### config.mk
export PLATFORM = sky130hd
export DESIGN_NAME = stsu_cell
export DESIGN_NICKNAME = d
export VERILOG_FILES = /design/src/rtl/software_timer_scheduler_unit_defines.svh /design/src/rtl/stsu_pkg.sv /design/src/rtl/stsu_cell.sv
export SDC_FILE = /design/constraint.sdc
export NUM_CORES = 1
export LEC_CHECK = 0
export BUFFER_PORTS_ARGS = -buffer_cell sky130_fd_sc_hd__buf_4
export CORE_MARGIN = 1.5
export CORE_UTILIZATION = 50
export DETAILED_ROUTE_END_ITERATION = 8
export GPL_TIMING_DRIVEN = 0
export MAX_ROUTING_LAYER = met4
export PLACE_DENSITY = 0.77
export SYNTH_ARGS = -nofsm -noshare
export SYNTH_HDL_FRONTEND = slang
export SYNTH_SLANG_ARGS = --single-unit
### constraint.sdc
create_clock -name clk -period 22.2 [get_ports clk]
set_clock_uncertainty 0.2 [all_clocks]
set_input_delay 3.33 -clock clk [delete_from_list [all_inputs] [get_ports clk]]
set_output_delay 3.33 -clock clk [all_outputs]
set_load 0.01 [all_outputs]
### src/rtl/software_timer_scheduler_unit_defines.svh
// Assertion helpers shared by the timer scheduler RTL.
`ifndef SOFTWARE_TIMER_SCHEDULER_UNIT_DEFINES_SVH
`define SOFTWARE_TIMER_SCHEDULER_UNIT_DEFINES_SVH

// Same-cycle implication.
`define STSU_ASSERT_IMP(lbl, clk, rst, ante, cons, msg) \
  lbl: assert property (@(posedge clk) disable iff (rst) (ante) |-> (cons)) \
    else $error(msg);

// Next-cycle implication.
`define STSU_ASSERT_NXT(lbl, clk, rst, ante, cons, msg) \
  lbl: assert property (@(posedge clk) disable iff (rst) (ante) |=> (cons)) \
    else $error(msg);

`endif

### src/rtl/stsu_pkg.sv
package stsu_pkg;

  typedef enum logic [1:0] {
    CMD_ADD    = 2'd0,
    CMD_REMOVE = 2'd1,
    CMD_TICK   = 2'd2,
    CMD_NONE   = 2'd3
  } cmd_t;

  typedef enum logic [1:0] {
    KIND_ADD       = 2'd0,
    KIND_REMOVE    = 2'd1,
    KIND_EXPIRED   = 2'd2,
    KIND_IDLE_TICK = 2'd3
  } kind_t;

  typedef enum logic [1:0] {
    ST_IDLE,
    ST_APPLY,
    ST_SCAN,
    ST_EMIT
  } state_t;

  typedef enum logic [2:0] {
    CELL_HOLD,
    CELL_ADD,
    CELL_REMOVE,
    CELL_TICK,
    CELL_SCAN,
    CELL_SHIFT
  } cell_mode_t;

  typedef struct packed {
    cell_mode_t mode;
    logic       sort_en;
    logic       odd_phase;
    logic       stat_load;
  } cell_ctrl_t;

  typedef struct packed {
    logic [1:0]  cmd;
    logic [23:0] duration;
    logic        repeating;
    logic [31:0] target_ident;
  } item_t;

  typedef struct packed {
    logic [1:0]  kind;
    logic [31:0] timer_ref;
    logic        ok;
    logic        last;
    logic [4:0]  active_count;
    logic [23:0] time_to_next;
  } result_t;

endpackage

### src/rtl/stsu_cell.sv
module stsu_cell #(
  parameter int SLOTS     = 16,
  parameter int TIME_BITS = 32,
  parameter int INDEX     = 0
) (
  input  logic                      clk,
  input  logic                      rst,
  input  stsu_pkg::cell_ctrl_t      ctrl,
  input  logic [TIME_BITS-1:0]      now,
  input  logic                      add_sel,
  input  logic [23:0]               add_dur,
  input  logic                      add_rep,
  input  logic [31:0]               add_ident,
  input  logic [31:0]               target,
  input  logic                      l_due,
  input  logic [TIME_BITS-1:0]      l_age,
  input  logic [31:0]               l_ident,
  input  logic [$clog2(SLOTS)-1:0]  l_slot,
  input  logic                      r_due_in,
  input  logic [TIME_BITS-1:0]      r_age_in,
  input  logic [31:0]               r_ident_in,
  input  logic [$clog2(SLOTS)-1:0]  r_slot_in,
  input  logic                      rs_valid,
  input  logic                      rs_zero,
  input  logic [23:0]               rs_d,
  output logic                      valid,
  output logic                      hit,
  output logic                      rec_due,
  output logic [TIME_BITS-1:0]      rec_age,
  output logic [31:0]               rec_ident,
  output logic [$clog2(SLOTS)-1:0]  rec_slot,
  output logic                      st_valid,
  output logic                      st_zero,
  output logic [23:0]               st_d
);

  localparam int IW = $clog2(SLOTS);
  localparam logic PAR = 1'(INDEX % 2);
  localparam logic [IW-1:0] MY_SLOT = IW'(INDEX);
  localparam bit HAS_LEFT = INDEX > 0;
  localparam bit HAS_RIGHT = INDEX < SLOTS - 1;

  logic [TIME_BITS-1:0] expiry;
  logic [23:0]          period;
  logic                 periodic;
  logic [31:0]          ident;

  logic [TIME_BITS-1:0] age;
  logic [TIME_BITS-1:0] left_d;
  logic                 due;
  logic                 take_right;
  logic                 take_left;

  // Strict emission order: due first, older first, then lower ident, then lower slot.
  function automatic logic ahead(
    input logic adue, input logic [TIME_BITS-1:0] aage,
    input logic [31:0] aid, input logic [IW-1:0] aslot,
    input logic bdue, input logic [TIME_BITS-1:0] bage,
    input logic [31:0] bid, input logic [IW-1:0] bslot);
    logic res;
    if (adue != bdue) res = adue;
    else if (!adue) res = 1'b0;
    else if (aage != bage) res = aage > bage;
    else if (aid != bid) res = aid < bid;
    else res = aslot < bslot;
    return res;
  endfunction

  assign age    = now - expiry;
  assign left_d = expiry - now;
  assign due    = valid && !age[TIME_BITS-1];
  assign hit    = valid && (ident == target);

  // swap with the partner when the right record of the pair is ahead of the left one
  always_comb begin
    take_right = 1'b0;
    take_left  = 1'b0;
    if (HAS_RIGHT && ctrl.odd_phase == PAR) begin
      take_right = ahead(r_due_in, r_age_in, r_ident_in, r_slot_in,
                         rec_due, rec_age, rec_ident, rec_slot);
    end
    if (HAS_LEFT && ctrl.odd_phase != PAR) begin
      take_left = ahead(rec_due, rec_age, rec_ident, rec_slot,
                        l_due, l_age, l_ident, l_slot);
    end
  end

  always_ff @(posedge clk) begin
    if (rst) begin
      valid <= 1'b0;
    end else begin
      case (ctrl.mode)
        stsu_pkg::CELL_ADD: begin
          if (add_sel) begin
            valid <= 1'b1;
          end
        end
        stsu_pkg::CELL_REMOVE: begin
          if (hit) begin
            valid <= 1'b0;
          end
        end
        stsu_pkg::CELL_TICK: begin
          if (due && !periodic) begin
            valid <= 1'b0;
          end
        end
        default: ;
      endcase
    end
  end

  always_ff @(posedge clk) begin
    case (ctrl.mode)
      stsu_pkg::CELL_ADD: begin
        if (add_sel) begin
          expiry   <= now + {{(TIME_BITS-24){1'b0}}, add_dur};
          period   <= add_dur;
          periodic <= add_rep;
          ident    <= add_ident;
        end
      end
      stsu_pkg::CELL_TICK: begin
        rec_due   <= due;
        rec_age   <= age;
        rec_ident <= ident;
        rec_slot  <= MY_SLOT;
        // re-arm from the new time; age above still uses the old expiry
        if (due && periodic) begin
          expiry <= now + {{(TIME_BITS-24){1'b0}}, period};
        end
      end
      stsu_pkg::CELL_SCAN: begin
        if (ctrl.sort_en) begin
          if (take_right) begin
            rec_due   <= r_due_in;
            rec_age   <= r_age_in;
            rec_ident <= r_ident_in;
            rec_slot  <= r_slot_in;
          end else if (take_left) begin
            rec_due   <= l_due;
            rec_age   <= l_age;
            rec_ident <= l_ident;
            rec_slot  <= l_slot;
          end
        end
        if (ctrl.stat_load) begin
          st_valid <= valid;
          st_zero  <= (left_d == '0) || left_d[TIME_BITS-1];
          st_d     <= (|left_d[TIME_BITS-1:24]) ? 24'hFFFFFF : left_d[23:0];
        end else begin
          st_valid <= rs_valid;
          st_zero  <= rs_zero;
          st_d     <= rs_d;
        end
      end
      stsu_pkg::CELL_SHIFT: begin
        rec_due   <= r_due_in;
        rec_age   <= r_age_in;
        rec_ident <= r_ident_in;
        rec_slot  <= r_slot_in;
      end
      default: ;
    endcase
  end

endmodule

==> metrics.yaml <==
cp.required_ps: 18670
drt-initial-drc-count: 797
overflow: 0
post_cts_resized: 0
fin_hold_ws_ps: 381
gp_congestion: 0.945
cp_max_fo: 2
min_period_ps: 9480
clockBufferDepth: 2
drc: 0
dp_hpwl_um: 36400
yosys_warnings: 0
h-tree-depth: 4
p_total_mw: 1.00
maxCapViolations: 0
synth_area_per_cell_um2: 9.47
fmax_mhz: 106
num_vias: 12284
syn_to_final_growth_pct: 26.5
yosysSeqAreaShare: 0.397
firstDrtPassIters: 5
start_util: 0.514
syn_nets: 1925
synth.largest_area_cell: "edfxtp_1"
grt_max_degree: 21
fp.dieArea_mm2: 0.0289
synth.cell_area_mm2: 0.0140
crit_type: "in2out"
worst_setup_path_end_kind: "output port"
worst_setup_path_start_kind: "input port"
rsz0062_at_grt: "no"
final_common_cell: "buf_4"
tritoncts: "done"
wire_per_inst_um: 19.6
post_cts_buffers: 0
cts_hold_buf: 0
synth_cell_types: 66
antenna_found_initial: 1
numPortBuffers: 320
ant_nets: 0
crit_path_cell_trace: "buf_4, xnor2_1, nand4_1, nor4_1, nand4_1, nor4_1, buf_4"
vdd_ir_drop_max_mv: 0.0511
cts.sinks: 185
tightest_slew_ps: 1050
ios: 391
drive_above_1_share: 0.235
placed_cell_area_mm2: 0.0171
finalSetupTns_ps: 0
drv_slew: 0
cpPeakStageDelay_ps: 870
synth.area.top_cells: "edfxtp_1, ha_1, xnor2_1"
worstSkewPairLatency_ps: 440
core_region_area_mm2: 0.0272
async_flop_share: 0
synthFlopType: "edfxtp_1"
outcome: "completed"
first_global_vias: 12258
cpMaxStageDelayCell: "nor4_1"
stdcell_area_mm2: 0.0177
rows: 60
timing.final.crit_share: 0.427
grt_pass1_wl_um: 65600
synthCells: 1475
avgViaCountPerCell: 5.55
synth_edf_count: 184
cts_buffers: 17
synth_top_area_share: 0.396
die_w_um: 170
wirelength_um: 43400
final_cell_mix: "buf_4, edfxtp_1, nand2_1"
hp-class: "reg2reg"
slew_headroom: 0.295
clkTransAtPathRegs_ps: 90
root_buffer: "clkbuf_16"
power_density_mw_per_mm2: 56.9
synth-seq-cells: 185
setup-violations-final: 0
track_usage: 0.308
power_leakage_nw: 8.12
fp.dieH_um: 170
cp.arrival_ps: 5950
nNetsFinal: 2277
final_hold_viol_count: 0
-- final timing paths --
kind,start,end,slack (ps),cells after the start
setup / recovery,target[6],hit,12720,7
hold / removal,ident[27],rec_ident[27],380,2
setup reg to reg,expiry[2],expiry[7],17800,11
hold reg to reg,ident[27],rec_ident[27],380,2
-- final cells by class --
class,count,area [um2]
Antenna cell,1,2.50
Buffer,51,219
Clock buffer,18,429
Clock inverter,14,168
Fill cell,2344,9520
Inverter,148,556
Multi-Input combinational cell,1091,7680
Sequential cell,185,5550
Tap cell,372,465
Timing Repair Buffer,333,2590
-- flip-flops by register name (all words and copies together) (netlist names) --
name,flops
expiry,32
ident,32
period,24
periodic,1
rec_age,32
rec_due,1
rec_ident,32
rec_slot,4
st_d,24
st_valid,1
st_zero,1
valid,1
-- critical path, delay by kind of cell --
kind          cells  cell delay [ps]
xor+xnor          1              170
buf+inv           2              380
simple gates      4             2060
-- kinds of logic after synthesis --
| logic type | after synthesis | synth area share |
|---|---|---|
| AND/OR/NAND/NOR | 417 | 0.135 |
| AO/OA/AOI/OAI | 377 | 0.177 |
| buffers and inverters | 199 | 0.0555 |
| flip-flops | 185 | 0.397 |
| adder cells (fa/ha/maj) | 156 | 0.141 |
| XOR/XNOR | 112 | 0.0702 |
| multiplexers | 29 | 0.0232 |
-- metrics by stage --
step / worst slack, ps / instances / utilization
2_1_floorplan: 10660 / 1475 / -
3_3_place_gp: 6290 / 2167 / 0.619
3_5_place_dp: 12770 / 2180 / 0.628
4_1_cts: 12760 / 2212 / 0.650
5_1_grt: 12850 / 2213 / 0.650
6_report: 12720 / 2213 / 0.650
-- layer usage --
| layer | vias to the layer above | GRT usage | routed length, um |
|---|---|---|---|
| li1 | 5958 | - | - |
| met3 | 76 | 0.0630 | 3080 |
| met5 | - | - | 0 |
| met1 | 5811 | 0.351 | 17500 |
| met4 | 0 | 0.119 | 1610 |
| met2 | 439 | 0.533 | 21200 |
-- where the power goes --
part / internal [mW] / switching (mW) / total, mW / leakage (nW)
combinational: 0.121 / 0.150 / 0.272 / 6.13
clock: 0.154 / 0.163 / 0.316 / 0.290
sequential: 0.408 / 0.00869 / 0.416 / 1.70
total: 0.683 / 0.321 / 1.00 / 8.12
-- synth_stat cells, drive strengths merged, types with 13 or more instances --
cell,count
a21o,86
a31oi,17
o21a,18
nand4,30
o21ai,58
edfxtp,184
nand3,13
xnor2,76
a21oi,128
inv,148
nor3,23
clkbuf,44
xor2,36
nor2,120
ha,153
nand2,164
mux2,27
Note: power is estimated with default switching activity, not from simulation.
